## src/rtl/core/dfm_pkg.sv

```systemverilog
package dfm_pkg;

	localparam logic [1:0] CMD_TICK  = 2'd0;
	localparam logic [1:0] CMD_LATCH = 2'd1;
	localparam logic [1:0] CMD_CLEAR = 2'd2;

	localparam logic [1:0] REG_STALL_DRIVE_THRESHOLD = 2'd0;
	localparam logic [1:0] REG_STALL_TICK_LIMIT      = 2'd1;
	localparam logic [1:0] REG_LINE_LOST_TICK_LIMIT  = 2'd2;
	localparam logic [1:0] REG_INVALID_EDGE_LIMIT    = 2'd3;

	localparam int FAULT_LINE_LOST = 0;
	localparam int FAULT_IMU       = 1;
	localparam int FAULT_L_STALL   = 2;
	localparam int FAULT_R_STALL   = 3;
	localparam int FAULT_ENC_SIG   = 4;

	localparam logic [7:0] COUNT_MAX = 8'd255;

	localparam logic [14:0] RST_STALL_DRIVE_THRESHOLD = 15'd1000;
	localparam logic [7:0]  RST_STALL_TICK_LIMIT      = 8'd20;
	localparam logic [7:0]  RST_LINE_LOST_TICK_LIMIT  = 8'd50;
	localparam logic [15:0] RST_INVALID_EDGE_LIMIT    = 16'd10;

	typedef struct packed {
		logic tick;
		logic latch;
		logic clear;
	} ctl_t;

	typedef struct packed {
		logic stall_hit;
		logic edge_hit;
	} lane_flags_t;

	typedef struct packed {
		logic [4:0] faults;
		logic [7:0] line_lost_count;
	} result_t;

endpackage

```

## src/rtl/core/dfm_in_if.sv

```systemverilog
interface dfm_in_if;
	logic               valid;
	logic               ready;
	logic [1:0]         cmd;
	logic               line_present;
	logic               imu_ready;
	logic signed [15:0] left_drive;
	logic signed [15:0] right_drive;
	logic signed [15:0] left_encoder_delta;
	logic signed [15:0] right_encoder_delta;
	logic [31:0]        left_invalid_total;
	logic [31:0]        right_invalid_total;
	logic [4:0]         extra_fault_bits;

	modport source (
		output valid, cmd, line_present, imu_ready, left_drive, right_drive,
		output left_encoder_delta, right_encoder_delta,
		output left_invalid_total, right_invalid_total, extra_fault_bits,
		input  ready
	);
	modport sink (
		input  valid, cmd, line_present, imu_ready, left_drive, right_drive,
		input  left_encoder_delta, right_encoder_delta,
		input  left_invalid_total, right_invalid_total, extra_fault_bits,
		output ready
	);
endinterface

```

## src/rtl/core/dfm_out_if.sv

```systemverilog
interface dfm_out_if;
	logic       valid;
	logic       ready;
	logic [4:0] faults;
	logic [7:0] line_lost_count;

	modport source (output valid, faults, line_lost_count, input ready);
	modport sink (input valid, faults, line_lost_count, output ready);
endinterface

```

## src/rtl/core/dfm_wheel_lane.sv

```systemverilog
module dfm_wheel_lane (
	input  logic                 clk,
	input  logic                 arst_n,
	input  dfm_pkg::ctl_t        ctl,
	input  logic signed [15:0]   drive,
	input  logic signed [15:0]   encoder_delta,
	input  logic [31:0]          invalid_total,
	input  logic [14:0]          stall_drive_threshold,
	input  logic [7:0]           stall_tick_limit,
	input  logic [15:0]          invalid_edge_limit,
	output dfm_pkg::lane_flags_t flags
);
	import dfm_pkg::*;

	logic [7:0]  stall_ticks_q;
	logic [31:0] invalid_prev_q;
	logic [15:0] magnitude;
	logic        stalled;
	logic [7:0]  stall_next;
	logic [31:0] growth;

	// two's complement magnitude, -32768 comes out as 16'h8000
	assign magnitude  = drive[15] ? (~drive + 16'd1) : drive;
	assign stalled    = (magnitude > {1'b0, stall_drive_threshold}) && (encoder_delta == '0);
	assign stall_next = !stalled ? 8'd0 :
		(stall_ticks_q < COUNT_MAX) ? stall_ticks_q + 8'd1 : stall_ticks_q;
	assign growth     = invalid_total - invalid_prev_q;

	assign flags.stall_hit = stall_next >= stall_tick_limit;
	assign flags.edge_hit  = growth > {16'd0, invalid_edge_limit};

	always_ff @(posedge clk or negedge arst_n) begin
		if (!arst_n) begin
			stall_ticks_q  <= '0;
			invalid_prev_q <= '0;
		end else if (ctl.tick) begin
			stall_ticks_q  <= stall_next;
			invalid_prev_q <= invalid_total;
		end else if (ctl.clear) begin
			stall_ticks_q  <= '0;
			invalid_prev_q <= invalid_total;
		end
	end

endmodule

```

## src/rtl/core/dfm_merge.sv

```systemverilog
module dfm_merge (
	input  logic                 clk,
	input  logic                 arst_n,
	input  dfm_pkg::ctl_t        ctl,
	input  logic                 line_present,
	input  logic                 imu_ready,
	input  logic [4:0]           extra_fault_bits,
	input  logic [7:0]           line_lost_tick_limit,
	input  dfm_pkg::lane_flags_t left_flags,
	input  dfm_pkg::lane_flags_t right_flags,
	output dfm_pkg::result_t     res_next,
	output logic [4:0]           faults_cur
);
	import dfm_pkg::*;

	logic [4:0] faults_q;
	logic [7:0] line_lost_q;
	logic [4:0] faults_next;
	logic [7:0] line_next;

	always_comb begin
		faults_next = faults_q;
		line_next   = line_lost_q;
		if (ctl.tick) begin
			if (line_present) begin
				line_next = '0;
			end else if (line_lost_q < COUNT_MAX) begin
				line_next = line_lost_q + 8'd1;
			end
			if (line_next >= line_lost_tick_limit) begin
				faults_next[FAULT_LINE_LOST] = 1'b1;
			end
			if (!imu_ready) begin
				faults_next[FAULT_IMU] = 1'b1;
			end
			if (left_flags.stall_hit) begin
				faults_next[FAULT_L_STALL] = 1'b1;
			end
			if (right_flags.stall_hit) begin
				faults_next[FAULT_R_STALL] = 1'b1;
			end
			if (left_flags.edge_hit || right_flags.edge_hit) begin
				faults_next[FAULT_ENC_SIG] = 1'b1;
			end
		end else if (ctl.latch) begin
			faults_next = faults_q | extra_fault_bits;
		end else if (ctl.clear) begin
			faults_next = '0;
			line_next   = '0;
		end
	end

	always_ff @(posedge clk or negedge arst_n) begin
		if (!arst_n) begin
			faults_q    <= '0;
			line_lost_q <= '0;
		end else begin
			faults_q    <= faults_next;
			line_lost_q <= line_next;
		end
	end

	assign res_next.faults          = faults_next;
	assign res_next.line_lost_count = line_next;
	assign faults_cur               = faults_q;

endmodule

```

## src/rtl/core/dfm_out_buf.sv

```systemverilog
module dfm_out_buf (
	input  logic             clk,
	input  logic             arst_n,
	input  logic             push,
	input  dfm_pkg::result_t push_data,
	output logic             can_push,
	output logic             out_valid,
	input  logic             out_ready,
	output dfm_pkg::result_t out_data,
	output logic             skid_valid
);
	import dfm_pkg::*;

	logic    out_valid_q;
	logic    skid_valid_q;
	result_t out_q;
	result_t skid_q;
	logic    out_take;
	logic    load_out;
	logic    load_skid;

	assign out_take  = out_valid_q && out_ready;
	// a new beat lands in the output register when it is free, else in the skid
	assign load_out  = push && (!out_valid_q || out_take);
	assign load_skid = push && out_valid_q && !out_take;

	always_ff @(posedge clk or negedge arst_n) begin
		if (!arst_n) begin
			out_valid_q  <= 1'b0;
			skid_valid_q <= 1'b0;
		end else if (skid_valid_q) begin
			if (out_take) begin
				skid_valid_q <= 1'b0;
			end
		end else if (load_out) begin
			out_valid_q <= 1'b1;
		end else if (load_skid) begin
			skid_valid_q <= 1'b1;
		end else if (out_take) begin
			out_valid_q <= 1'b0;
		end
	end

	always_ff @(posedge clk) begin
		if (skid_valid_q) begin
			if (out_take) begin
				out_q <= skid_q;
			end
		end else if (load_out) begin
			out_q <= push_data;
		end else if (load_skid) begin
			skid_q <= push_data;
		end
	end

	assign can_push   = !skid_valid_q;
	assign out_valid  = out_valid_q;
	assign out_data   = out_q;
	assign skid_valid = skid_valid_q;

endmodule

```

## src/rtl/core/drive_fault_monitor.sv

```systemverilog
// Sticky fault monitor for a two-wheel chassis. Each input beat is one command: tick updates the
// line-lost and per-wheel stall counters (saturating at 255) and checks imu_ready and
// invalid-edge growth, latch ORs extra_fault_bits into the fault latch, clear zeroes latch and
// counters and captures the invalid-edge totals as the new reference; any other cmd code leaves
// state alone. Every beat yields exactly one result holding the faults and line-lost count after
// the command. Throughput is one beat per clock: both wheels are checked by parallel lanes and
// merged into the latch in the cycle of acceptance, and the result sits in an output register
// backed by a skid register, so item.ready drops only while both hold unread results.
// Configuration goes through the APB port at byte addresses 0, 4, 8, 12 and should only be
// written while the block is idle.
module drive_fault_monitor (
	input  logic        clk,
	input  logic        arst_n,
	dfm_in_if.sink      item,
	dfm_out_if.source   result,
	input  logic        psel,
	input  logic        penable,
	input  logic        pwrite,
	input  logic [3:0]  paddr,
	input  logic [31:0] pwdata,
	output logic [31:0] prdata,
	output logic        pready
);
	import dfm_pkg::*;

	logic [14:0] stall_drive_threshold_q;
	logic [7:0]  stall_tick_limit_q;
	logic [7:0]  line_lost_tick_limit_q;
	logic [15:0] invalid_edge_limit_q;

	logic        cfg_wr;
	logic [1:0]  reg_idx;
	logic        acc;
	logic        can_push;
	logic        skid_valid;
	ctl_t        ctl;
	lane_flags_t left_flags;
	lane_flags_t right_flags;
	result_t     res_next;
	result_t     out_data;
	logic [4:0]  faults_cur;

	assign pready  = 1'b1;
	assign reg_idx = paddr[3:2];
	assign cfg_wr  = psel && penable && pwrite && pready;

	always_ff @(posedge clk or negedge arst_n) begin
		if (!arst_n) begin
			stall_drive_threshold_q <= RST_STALL_DRIVE_THRESHOLD;
			stall_tick_limit_q      <= RST_STALL_TICK_LIMIT;
			line_lost_tick_limit_q  <= RST_LINE_LOST_TICK_LIMIT;
			invalid_edge_limit_q    <= RST_INVALID_EDGE_LIMIT;
		end else if (cfg_wr) begin
			case (reg_idx)
				REG_STALL_DRIVE_THRESHOLD: stall_drive_threshold_q <= pwdata[14:0];
				REG_STALL_TICK_LIMIT:      stall_tick_limit_q      <= pwdata[7:0];
				REG_LINE_LOST_TICK_LIMIT:  line_lost_tick_limit_q  <= pwdata[7:0];
				REG_INVALID_EDGE_LIMIT:    invalid_edge_limit_q    <= pwdata[15:0];
				default: ;
			endcase
		end
	end

	always_comb begin
		case (reg_idx)
			REG_STALL_DRIVE_THRESHOLD: prdata = {17'd0, stall_drive_threshold_q};
			REG_STALL_TICK_LIMIT:      prdata = {24'd0, stall_tick_limit_q};
			REG_LINE_LOST_TICK_LIMIT:  prdata = {24'd0, line_lost_tick_limit_q};
			REG_INVALID_EDGE_LIMIT:    prdata = {16'd0, invalid_edge_limit_q};
			default:                   prdata = '0;
		endcase
	end

	assign item.ready = can_push;
	assign acc        = item.valid && item.ready;
	assign ctl.tick   = acc && (item.cmd == CMD_TICK);
	assign ctl.latch  = acc && (item.cmd == CMD_LATCH);
	assign ctl.clear  = acc && (item.cmd == CMD_CLEAR);

	dfm_wheel_lane u_left_lane (
		.clk                   (clk),
		.arst_n                (arst_n),
		.ctl                   (ctl),
		.drive                 (item.left_drive),
		.encoder_delta         (item.left_encoder_delta),
		.invalid_total         (item.left_invalid_total),
		.stall_drive_threshold (stall_drive_threshold_q),
		.stall_tick_limit      (stall_tick_limit_q),
		.invalid_edge_limit    (invalid_edge_limit_q),
		.flags                 (left_flags)
	);

	dfm_wheel_lane u_right_lane (
		.clk                   (clk),
		.arst_n                (arst_n),
		.ctl                   (ctl),
		.drive                 (item.right_drive),
		.encoder_delta         (item.right_encoder_delta),
		.invalid_total         (item.right_invalid_total),
		.stall_drive_threshold (stall_drive_threshold_q),
		.stall_tick_limit      (stall_tick_limit_q),
		.invalid_edge_limit    (invalid_edge_limit_q),
		.flags                 (right_flags)
	);

	dfm_merge u_merge (
		.clk                  (clk),
		.arst_n               (arst_n),
		.ctl                  (ctl),
		.line_present         (item.line_present),
		.imu_ready            (item.imu_ready),
		.extra_fault_bits     (item.extra_fault_bits),
		.line_lost_tick_limit (line_lost_tick_limit_q),
		.left_flags           (left_flags),
		.right_flags          (right_flags),
		.res_next             (res_next),
		.faults_cur           (faults_cur)
	);

	dfm_out_buf u_out_buf (
		.clk        (clk),
		.arst_n     (arst_n),
		.push       (acc),
		.push_data  (res_next),
		.can_push   (can_push),
		.out_valid  (result.valid),
		.out_ready  (result.ready),
		.out_data   (out_data),
		.skid_valid (skid_valid)
	);

	assign result.faults          = out_data.faults;
	assign result.line_lost_count = out_data.line_lost_count;

	// skid register only fills behind a waiting output beat
	a_skid_behind_out: assert property (@(posedge clk) disable iff (!arst_n)
		skid_valid |-> result.valid)
		else $error("skid register holds a beat while output register is empty");

	a_clear_zeroes: assert property (@(posedge clk) disable iff (!arst_n)
		ctl.clear |=> (faults_cur == '0))
		else $error("fault latch not cleared by clear command");

	a_sticky: assert property (@(posedge clk) disable iff (!arst_n)
		!ctl.clear |=> ((faults_cur & $past(faults_cur)) == $past(faults_cur)))
		else $error("fault bit dropped without clear command");

	a_accept_gives_result: assert property (@(posedge clk) disable iff (!arst_n)
		acc |=> result.valid)
		else $error("accepted beat produced no result");

endmodule
```

## src/flat_wrapper.sv

```systemverilog
// flat-port wrapper written by rule: the top's interface ports become plain ports
module drive_fault_monitor_flat import dfm_pkg::*;
  (clk, arst_n, psel, penable, pwrite, paddr, pwdata, prdata, pready, item_valid, item_cmd, item_line_present, item_imu_ready, item_left_drive, item_right_drive, item_left_encoder_delta, item_right_encoder_delta, item_left_invalid_total, item_right_invalid_total, item_extra_fault_bits, item_ready, result_valid, result_faults, result_line_lost_count, result_ready);
  dfm_in_if item_i ();
  dfm_out_if result_i ();
  input  logic clk;
  input  logic arst_n;
  input  logic psel;
  input  logic penable;
  input  logic pwrite;
  input  logic [3:0] paddr;
  input  logic [31:0] pwdata;
  output logic [31:0] prdata;
  output logic pready;
  input wire logic [$bits(item_i.valid)-1:0] item_valid;
  input wire logic [$bits(item_i.cmd)-1:0] item_cmd;
  input wire logic [$bits(item_i.line_present)-1:0] item_line_present;
  input wire logic [$bits(item_i.imu_ready)-1:0] item_imu_ready;
  input wire logic [$bits(item_i.left_drive)-1:0] item_left_drive;
  input wire logic [$bits(item_i.right_drive)-1:0] item_right_drive;
  input wire logic [$bits(item_i.left_encoder_delta)-1:0] item_left_encoder_delta;
  input wire logic [$bits(item_i.right_encoder_delta)-1:0] item_right_encoder_delta;
  input wire logic [$bits(item_i.left_invalid_total)-1:0] item_left_invalid_total;
  input wire logic [$bits(item_i.right_invalid_total)-1:0] item_right_invalid_total;
  input wire logic [$bits(item_i.extra_fault_bits)-1:0] item_extra_fault_bits;
  output wire logic [$bits(item_i.ready)-1:0] item_ready;
  output wire logic [$bits(result_i.valid)-1:0] result_valid;
  output wire logic [$bits(result_i.faults)-1:0] result_faults;
  output wire logic [$bits(result_i.line_lost_count)-1:0] result_line_lost_count;
  input wire logic [$bits(result_i.ready)-1:0] result_ready;
  assign item_i.valid = item_valid;
  assign item_i.cmd = item_cmd;
  assign item_i.line_present = item_line_present;
  assign item_i.imu_ready = item_imu_ready;
  assign item_i.left_drive = item_left_drive;
  assign item_i.right_drive = item_right_drive;
  assign item_i.left_encoder_delta = item_left_encoder_delta;
  assign item_i.right_encoder_delta = item_right_encoder_delta;
  assign item_i.left_invalid_total = item_left_invalid_total;
  assign item_i.right_invalid_total = item_right_invalid_total;
  assign item_i.extra_fault_bits = item_extra_fault_bits;
  assign item_ready = item_i.ready;
  assign result_valid = result_i.valid;
  assign result_faults = result_i.faults;
  assign result_line_lost_count = result_i.line_lost_count;
  assign result_i.ready = result_ready;
  drive_fault_monitor u_core (.clk(clk), .arst_n(arst_n), .item(item_i), .result(result_i), .psel(psel), .penable(penable), .pwrite(pwrite), .paddr(paddr), .pwdata(pwdata), .prdata(prdata), .pready(pready));
endmodule
```

## config.mk

```make
export PLATFORM = sky130hd
export DESIGN_NAME = drive_fault_monitor_flat
export DESIGN_NICKNAME = d
export VERILOG_FILES = /design/src/rtl/core/dfm_pkg.sv /design/src/rtl/core/dfm_in_if.sv /design/src/rtl/core/dfm_out_if.sv /design/src/rtl/core/dfm_wheel_lane.sv /design/src/rtl/core/dfm_merge.sv /design/src/rtl/core/dfm_out_buf.sv /design/src/rtl/core/drive_fault_monitor.sv /design/src/flat_wrapper.sv
export SDC_FILE = /design/constraint.sdc
export NUM_CORES = 1
export LEC_CHECK = 0
export BUFFER_PORTS_ARGS = -buffer_cell sky130_fd_sc_hd__buf_2
export CAP_MARGIN = 20
export CORE_ASPECT_RATIO = 1.1
export CORE_MARGIN = 2
export CORE_UTILIZATION = 53
export DETAILED_ROUTE_END_ITERATION = 12
export GPL_TIMING_DRIVEN = 0
export PLACE_DENSITY = 0.81
export REMOVE_ABC_BUFFERS = 1
export SLEW_MARGIN = 20
export SYNTH_ARGS = -nofsm -noshare
export SYNTH_HDL_FRONTEND = slang
export SYNTH_SLANG_ARGS = --single-unit
```

## constraint.sdc

```tcl
create_clock -name clk -period 4.2 [get_ports clk]
set_input_delay 0.84 -clock clk [delete_from_list [all_inputs] [get_ports clk]]
set_output_delay 0.84 -clock clk [all_outputs]
set_load 0.05 [all_outputs]
```

==> results of run 1 <==
routing by layer:
| layer | GRT usage | routed length, um |
|---|---|---|
| met3 | 0.0378 | 2410 |
| met2 | 0.485 | 18700 |
| met4 | 0.124 | 1570 |
| met1 | 0.332 | 15000 |
| met5 | 0 | 0 |
placed cells by master (no fill, tap or decap), types with 12 or more instances in the layout:
cell type and instances:
clkbuf_16 17, nand2_1 213, a22o_1 12, mux2_2 13
nor3_1 24, and3_1 19, dfstp_2 13, conb_1 17
edfxtp_1 26, xor2_1 26, buf_2 180, xnor2_1 51
nand3_1 31, dfrtp_1 129, nand2b_1 21, inv_1 122
nor2_1 69, buf_4 44, a21oi_1 101, nor2b_1 14
nand4_1 29, o21ai_0 162, o211ai_1 13, ha_1 146
a21o_1 55
cell families (layout without fill, tap and decap cells):
kind of cell | after synthesis | after routing | synth area share
xor gates and xnor gates | 79 | 79 | 0.0510
muxes | 29 | 29 | 0.0300
buffers and inverters | 196 | 401 | 0.0603
other | 2 | 19 | 0.000554
and+or+nand+nor | 511 | 511 | 0.181
DFF | 168 | 168 | 0.321
AOI/OAI and AO/OA | 466 | 466 | 0.212
adders and majority gates | 155 | 155 | 0.144
path summary, 6_finish.rpt:
kind / start / end / slack (ns) / cells past startpoint
max: item_left_drive[3] / u_core.u_out_buf.out_data[10]$_DFFE_PP_ / -0.91 / 24
min: arst_n / u_core.stall_drive_threshold_q[1]$_DFFE_PN0P_ / 0.37 / 1
max reg2reg: u_core.u_right_lane.invalid_prev_q[0]$_DFFE_PN0P_ / u_core.u_out_buf.out_data[12]$_DFFE_PP_ / -0.35 / 18
min reg2reg: u_core.u_left_lane.invalid_prev_q[31]$_DFFE_PN0P_ / u_core.u_left_lane.invalid_prev_q[31]$_DFFE_PN0P_ / 0.51 / 2
max in group asynchronous: arst_n / u_core.stall_drive_threshold_q[8]$_DFFE_PN1P_ / 3.03 / 2
min in group clk: u_core.u_left_lane.invalid_prev_q[31]$_DFFE_PN0P_ / u_core.u_left_lane.invalid_prev_q[31]$_DFFE_PN0P_ / 0.51 / 2
area by class of cell:
type | instances | share of cell area
tap | 315 | 0.0244
inverter | 129 | 0.0309
clock buffer | 17 | 0.0263
multi-input combinational | 1257 | 0.548
antenna | 2 | 0.000310
sequential | 168 | 0.269
timing repair buffer | 240 | 0.0911
clock inverter | 15 | 0.00952
state kept, by name (all words and copies together) (netlist names), 13 cells and up:
name and flops:
u_core.u_out_buf.out_data 13, u_core.invalid_edge_limit_q 16, u_core.u_right_lane.invalid_prev_q 32, u_core.u_out_buf.skid_q 13, u_core.stall_drive_threshold_q 15, u_core.u_left_lane.invalid_prev_q 32
where the power goes:
part           internal (W)  switching [W]  total, W  leakage [nW]
registers           0.00224       0.000210   0.00245          2.00
logic               0.00259        0.00392   0.00651          5.22
clock network      0.000791       0.000774   0.00157         0.277
timing repair:
action	in CTS	in global routing
buffers inserted	31	10
gates resized for setup	88	35
endpoints found under the setup margin	11	9
pin swaps	76	48
through the flow:
| step | setup slack (ns) | setup TNS, ns | instances | power (W) | area (um2) |
|---|---|---|---|---|---|
| finish | -0.907 | -5.91 | 2143 | 0.0105 | 16200 |
| global route | -1.04 | -7.05 | 2143 | 0.0113 | 16200 |
| CTS | -0.838 | -4.95 | 2131 | 0.0103 | 16000 |
| detailed placement | -2.08 | -19.20 | 2068 | 0.00839 | 14800 |
| global placement | -2.78 | -198.09 | 2061 | 0.00816 | 14600 |
| floorplan | -1.16 | -62.43 | 1554 | 0.00695 | 13300 |
worst reg2reg max path: stages (launching register included):
cell and delay, ns:
dfrtp_1 0.41, ha_4 0.16, inv_2 0.03, fa_2 0.32
a21o_1 0.20, a221o_1 0.39, nand2_1 0.12, nand2_2 0.07
xor2_2 0.16, ha_1 0.30, nand4_1 0.12, or3_4 0.40
o32a_1 0.21, a21oi_2 0.14, nand4b_1 0.11, or4_4 0.52
nor4_4 0.25, and4_4 0.32, o31ai_4 0.07
==> summary.md, run 1 <==
| Metric | Value |
|---|---|
| Clock Sinks | 168 |
| Worst hold slack | 0.373 ns |
| Register Area | 4350 um2 |
| Residual DRC count | 0 |
| Ranking of synthesized cells by area | dfrtp_1, ha_1, o21ai_0 |
| Util after Layout | 0.642 |
| Die area | 26900 um2 |
| Sequential area share after synthesis | 0.321 |
| Largest net degree at the start of global routing | 84 |
| Setup violators final | 9 |
| Pwr dens | 651 nW/um2 |
| Share of cells above drive strength 1 | 0.221 |
| Final Hold Vio Count | 0 |
| Tot GR Track Use | 0.274 |
| Top_reg_cell synth | dfrtp_1 |
| Initial Utilization | 0.538 |
| Dpl hpwl | 27.6 mm |
| Largest area contributor in the netlist | dfrtp_1 |
| Avg WL per Cell | 17.6 um |
| Ordered list of cells on the worst path | buf_2, nor2_2, nand2_2, or2_4, or3_4, or2_4, o41ai_4, xnor2_1, ha_1, nand4_1, nor2_2, a221oi_2, o22ai_2, nand2_4, nor3_2, ha_1, a21o_1, a21o_1, a21o_1, a21oi_2, nor2b_1, o21ai_1, a221o_1, a31oi_2 |
| Clk buf depth | 2 |
| CTS HTree Levels | 4 |
| First-pass GRT wire length | 59.2 mm |
| Yosys reg bits | 168 |
| Static Leak | 7.50 nW |
| Worst Path Required | 4.37 ns |
| I/O pin count | 228 |
| Async SR Flop Fraction | 0.845 |
| Fmax | 0.196 GHz |
| Drt pass-1 iters | 5 |
| Clock root buffer | clkbuf_16 |
| Worst-path clk slew | 0.07 ns |
| Max stage delay on crit path | 0.37 ns |
| Synth top area share | 0.238 |
| Count leader, synth | nand2_1 |
| Nets | 2148 |
| Final Skew | 0.0134 ns |
| Detailed Route Iter0 Violations | 1053 |
| Initial antenna violation count | 2 |
| FILL cells | 2003 |
| Final Max Tran Viols | 0 |
| Setup crit start kind | input pin |
| Worst slew pin tran | 0.836 ns |
| Core Rows | 61 |
| Yosys cell types | 80 |
| Slowest-stage cell, CP | or3_4 |
| CP Class | in -> reg |
| CTS tree | done |
| Die Ht | 172 um |
| Via count | 12880 |
| Outcome | finished with violations |
| Post-Syn Instances | 1606 |
| CTS Buf Count | 17 |
| Failing checks | negative setup slack |
| Worst path top cell family by delay | simple AND/OR/NAND/NOR gates |
| Vias in the first global route | 12287 |
| WP buf/inv | 1 |
| Clk_lat worst skew | 0.45 ns |
| # port buffers | 192 |
| Die X | 156 um |
| DRT antenna net count | 0 |
| RSZ-0062 raised after global routing | yes |
| Worst Setup End Kind | flip-flop |
| Worst hold-check path type | in -> async |
| Critical Path Fanout Max | 6 |
| Area of the multi-input gates | 8870 um2 |
| Final Wtd Congestion | 0.931 |
| Fin crit share | 1.22 |
| Min Tclk post-route | 5.11 ns |
| Worst slew margin | 0.443 |
| Worst IR drop on VDD | 0.379 mV |
| Cell mode on critical path | a21o_1 |
| WL final | 37.6 mm |
| Avg Inst Size Synth | 8.44 um2 |
| Max Cap Violations | 0 |
| Vias per inst | 6.01 |
| Grt total ovfl | 0 |
| Arr. time, crit path | 5.28 ns |
| Area growth syn-to-layout | 19.3% |
| YS warnings | 0 |
| Syn Std Cell Area | 13600 um2 |
| Number of synthesized flops with an enable pin | 26 |
| Synth top cells by count | nand2_1, o21ai_0, ha_1, dfrtp_1, inv_1 |
| Hold_buf cts | 0 |
| Core ar. | 25200 um2 |
| Setup ws final | -0.907 ns |
Power figures use the tool's default switching activity.
==> run 2, diff against run 1 <==
PLACE_DENSITY = 0.8   (was 0.81)
SKIP_LAST_GASP = 1   (was not set)
SYNTH_HIERARCHICAL = 1   (was not set)
==> run 2 against run 1 <==
Compared with the run above:
- the flow still finishes with violations (negative setup slack)
- non-clock buffer count fell by 17
- synthesized cell count increased by 1.7%
- utilization shrank 0.64 points
- worst setup slack got worse by 0.80 ns
- critical endpoint is now u_core/u_out_buf/out_data[11]$_DFFE_PP_
- largest power group unchanged
==> summary.md, run 2 <==
| Metric | Value |
|---|---|
| Clock root buffer | clkbuf_16 (unchanged) |
| First-pass GRT wire length | 61.6 mm (was 59.2 mm) |
| Number of synthesized flops with an enable pin | 26 (unchanged) |
| Util after Layout | 0.636 (was 0.642) |
| Via count | 12921 (was 12880) |
| Pwr dens | 624 nW/um2 (was 651 nW/um2) |
| Die area | 28100 um2 (was 26900 um2) |
| YS warnings | 6 (was 0) |
| Core Rows | 62 (was 61) |
| Sequential area share after synthesis | 0.306 (was 0.321) |
| CTS HTree Levels | 4 (unchanged) |
| Die Ht | 176 um (was 172 um) |
| Overall power consumption | 0.0104 W (was 0.0105 W) |
| Residual DRC count | 0 (unchanged) |
| Async SR Flop Fraction | 0.845 (unchanged) |
| Post-Syn Instances | 1634 (was 1606) |
| Nets | 2155 (was 2148) |
| Critical Path Fanout Max | 3 (was 6) |
| Setup violators final | 9 (unchanged) |
| Worst-path clk slew | 0.07 ns (about the same) |
| Worst hold-check path type | in -> async (unchanged) |
| WL final | 38.6 mm (was 37.6 mm) |
| Worst Path Required | 4.39 ns (was 4.37 ns) |
| Largest net degree at the start of global routing | 93 (was 84) |
| Synth top cells by count | inv_1, nand2_1, ha_1, o21ai_0, dfrtp_1 (was nand2_1, o21ai_0, ha_1, dfrtp_1, inv_1) |
| # port buffers | 192 (unchanged) |
| Grt total ovfl | 0 (unchanged) |
| Area growth syn-to-layout | 17.2% (was 19.3%) |
| Yosys reg bits | 168 (unchanged) |
| Clock Sinks | 168 (unchanged) |
| Final Skew | 0.0118 ns (was 0.0134 ns) |
| Final Max Tran Viols | 0 (unchanged) |
| Top_reg_cell synth | dfrtp_1 (unchanged) |
| Min Tclk post-route | 5.91 ns (was 5.11 ns) |
| Die X | 160 um (was 156 um) |
| Setup TNS | -9.62 ns (was -5.91 ns) |
| CTS Buf Count | 17 (unchanged) |
| Worst slew margin | 0.358 (was 0.443) |
| Ranking of synthesized cells by area | dfrtp_1, ha_1, edfxtp_1 (was dfrtp_1, ha_1, o21ai_0) |
| Final Hold Vio Count | 0 (unchanged) |
| CTS tree | done (unchanged) |
| Most frequent cells in the layout | buf_2, inv_1, nand2_1 (was nand2_1, buf_2, o21ai_0) |
| Number of cells in the finished layout apart from fillers | 2190 (was 2143) |
| Yosys cell types | 89 (was 80) |
| Avg WL per Cell | 17.6 um (about the same) |
| Syn Std Cell Area | 14200 um2 (was 13600 um2) |
| Max Cap Violations | 0 (unchanged) |
| Tot GR Track Use | 0.268 (was 0.274) |
| Drt pass-1 iters | 5 (unchanged) |
| CP Class | in -> reg (unchanged) |
| Reg2reg end | u_core/u_out_buf/out_data[12]$_DFFE_PP_ (was u_core.u_out_buf.out_data[12]$_DFFE_PP_) |
| Largest area contributor in the netlist | dfrtp_1 (unchanged) |
| Outcome | finished with violations (unchanged) |
| Commonest non-fill, non-tap cell in the layout | buf_2 (was nand2_1) |
| Synth top area share | 0.227 (was 0.238) |
| Count leader, synth | inv_1 (was nand2_1) |
| Avg Inst Size Synth | 8.70 um2 (was 8.44 um2) |
| Initial antenna violation count | 6 (was 2) |
| Initial Utilization | 0.542 (was 0.538) |
| Setup ws final | -1.71 ns (was -0.907 ns) |
| Worst flop-to-flop path startpoint | u_core/u_left_lane/invalid_prev_q[3]$_DFFE_PN0P_ (was u_core.u_right_lane.invalid_prev_q[0]$_DFFE_PN0P_) |
| Detailed Route Iter0 Violations | 825 (was 1053) |
| Reg2reg path depth | 20 (was 18) |
| Worst slew pin tran | 0.962 ns (was 0.836 ns) |
| Vias per inst | 5.90 (was 6.01) |
| Worst slack at placement | -2.84 ns (was -2.08 ns) |
| I/O pin count | 228 (unchanged) |
| Worst IR drop on VDD | 0.297 mV (was 0.379 mV) |
| Setup crit start kind | input pin (unchanged) |
| Clk buf depth | 2 (unchanged) |
| Vias in the first global route | 12635 (was 12287) |
| Arr. time, crit path | 6.09 ns (was 5.28 ns) |
| Share of cells above drive strength 1 | 0.239 (was 0.221) |
| Static Leak | 7.57 nW (was 7.50 nW) |
| Clk_lat worst skew | 0.43 ns (was 0.45 ns) |
| RSZ-0062 raised after global routing | yes (unchanged) |
| Failing checks | negative setup slack (unchanged) |
| Dpl hpwl | 28.9 mm (was 27.6 mm) |
| DRT antenna net count | 0 (unchanged) |
| Fin crit share | 1.41 (was 1.22) |
| Internal reg-to-reg setup slack | -0.55 ns (was -0.35 ns) |
| Largest registers | u_core/u_left_lane/invalid_prev_q: 32 flops, u_core/u_right_lane/invalid_prev_q: 32 flops, u_core/invalid_edge_limit_q: 16 flops (was u_core.u_left_lane.invalid_prev_q: 32 flops, u_core.u_right_lane.invalid_prev_q: 32 flops, u_core.invalid_edge_limit_q: 16 flops) |
| Placed instance count | 2124 (was 2068) |
| Fmax | 0.169 GHz (was 0.196 GHz) |
| Final Wtd Congestion | 0.907 (was 0.931) |
| Worst Setup End Kind | flip-flop (unchanged) |
| Core ar. | 26200 um2 (was 25200 um2) |
==> run 2: worst max-delay path: stages <==
cell	delay, ns
buf_8	0.09
or4_4	0.53
or4_4	0.45
or4_4	0.53
o31ai_4	0.20
xnor2_1	0.11
ha_1	0.33
a21o_1	0.20
a21oi_2	0.13
o21ai_1	0.10
o21ai_2	0.18
a21o_2	0.18
nand2b_4	0.13
ha_4	0.19
nand2b_4	0.13
a21o_1	0.17
a21o_1	0.17
a21o_1	0.17
a21o_1	0.18
a21oi_2	0.15
nor2b_1	0.06
o21ai_1	0.11
nand2b_1	0.15
o21ai_2	0.21
o31ai_4	0.11
mux2_2	0.29
==> run 2: worst max-delay path by stage <==
stage | from | endpoint | slack [ns] | cells past startpoint
2_1_floorplan | item_right_drive[5] | u_core/u_out_buf/out_data[11]$_DFFE_PP_ | -2.08 | 26
3_3_place_gp | item_right_drive[5] | u_core/u_out_buf/out_data[11]$_DFFE_PP_ | -2.87 | 27
3_5_place_dp | item_right_drive[5] | u_core/u_out_buf/out_data[11]$_DFFE_PP_ | -2.84 | 27
4_1_cts | item_right_drive[5] | u_core/u_out_buf/out_data[11]$_DFFE_PP_ | -1.60 | 26
5_1_grt | item_right_drive[5] | u_core/u_out_buf/out_data[11]$_DFFE_PP_ | -1.88 | 26
6_report | item_right_drive[5] | u_core/u_out_buf/out_data[11]$_DFFE_PP_ | -1.71 | 26
==> run 2: per-layer routing <==
layer / routed length, um / global-route usage / vias to the layer above / part of all wire
li1: - / - / 6208 / -
met1: 16200 / 0.329 / 6234 / 0.42
met2: 19100 / 0.475 / 391 / 0.50
met3: 1930 / 0.0397 / 86 / 0.050
met4: 1300 / 0.109 / 2 / 0.034
met5: 13 / 0 / - / 0.00034
==> run 2: area by class of cell <==
type / instances / area, um2
clock inverters: 12 / 144
well taps: 352 / 440
inverters: 174 / 658
flip-flops and latches: 168 / 4350
diodes: 5 / 12.5
repair buffers: 223 / 1290
fillers: 2185 / 9560
multi-input cells: 1236 / 9330
clock buffers: 20 / 437
==> run 2: kinds of logic (layout without fill, tap and decap cells) <==
family / count (synthesis) / in the layout / synth area share
flip-flops: 168 / 168 / 0.306
adder cells (fa/ha/maj): 155 / 155 / 0.137
other: 2 / 22 / 0.000528
multiplexers: 83 / 83 / 0.0746
XOR/XNOR: 76 / 76 / 0.0468
buffers and inverters: 245 / 429 / 0.0726
AO/OA/AOI/OAI: 454 / 454 / 0.201
AND/OR/NAND/NOR: 451 / 451 / 0.161
==> run 2: stage by stage <==
stage	cell area, um2	hold WS [ns]
6_report	16700	0.314
5_1_grt	16700	0.335
3_3_place_gp	15300	0.469
4_1_cts	16400	0.316
3_5_place_dp	15300	0.485
2_1_floorplan	13900	0.454
==> run 2: repair_timing <==
action,4_1_cts,5_1_grt
setup buffers,18,12
hold buffers,0,0
gates resized for setup,75,47
pin swaps,43,43
setup endpoints to repair,17,15
gates cloned,0,1
==> run 2: where the power goes <==
part           leakage, nW  internal (W)  total, W  switching, W
sequential            2.02       0.00220   0.00253      0.000336
clock                0.274      0.000888   0.00157      0.000685
combinational         5.28       0.00254   0.00629       0.00374
total                 7.57       0.00563    0.0104       0.00477
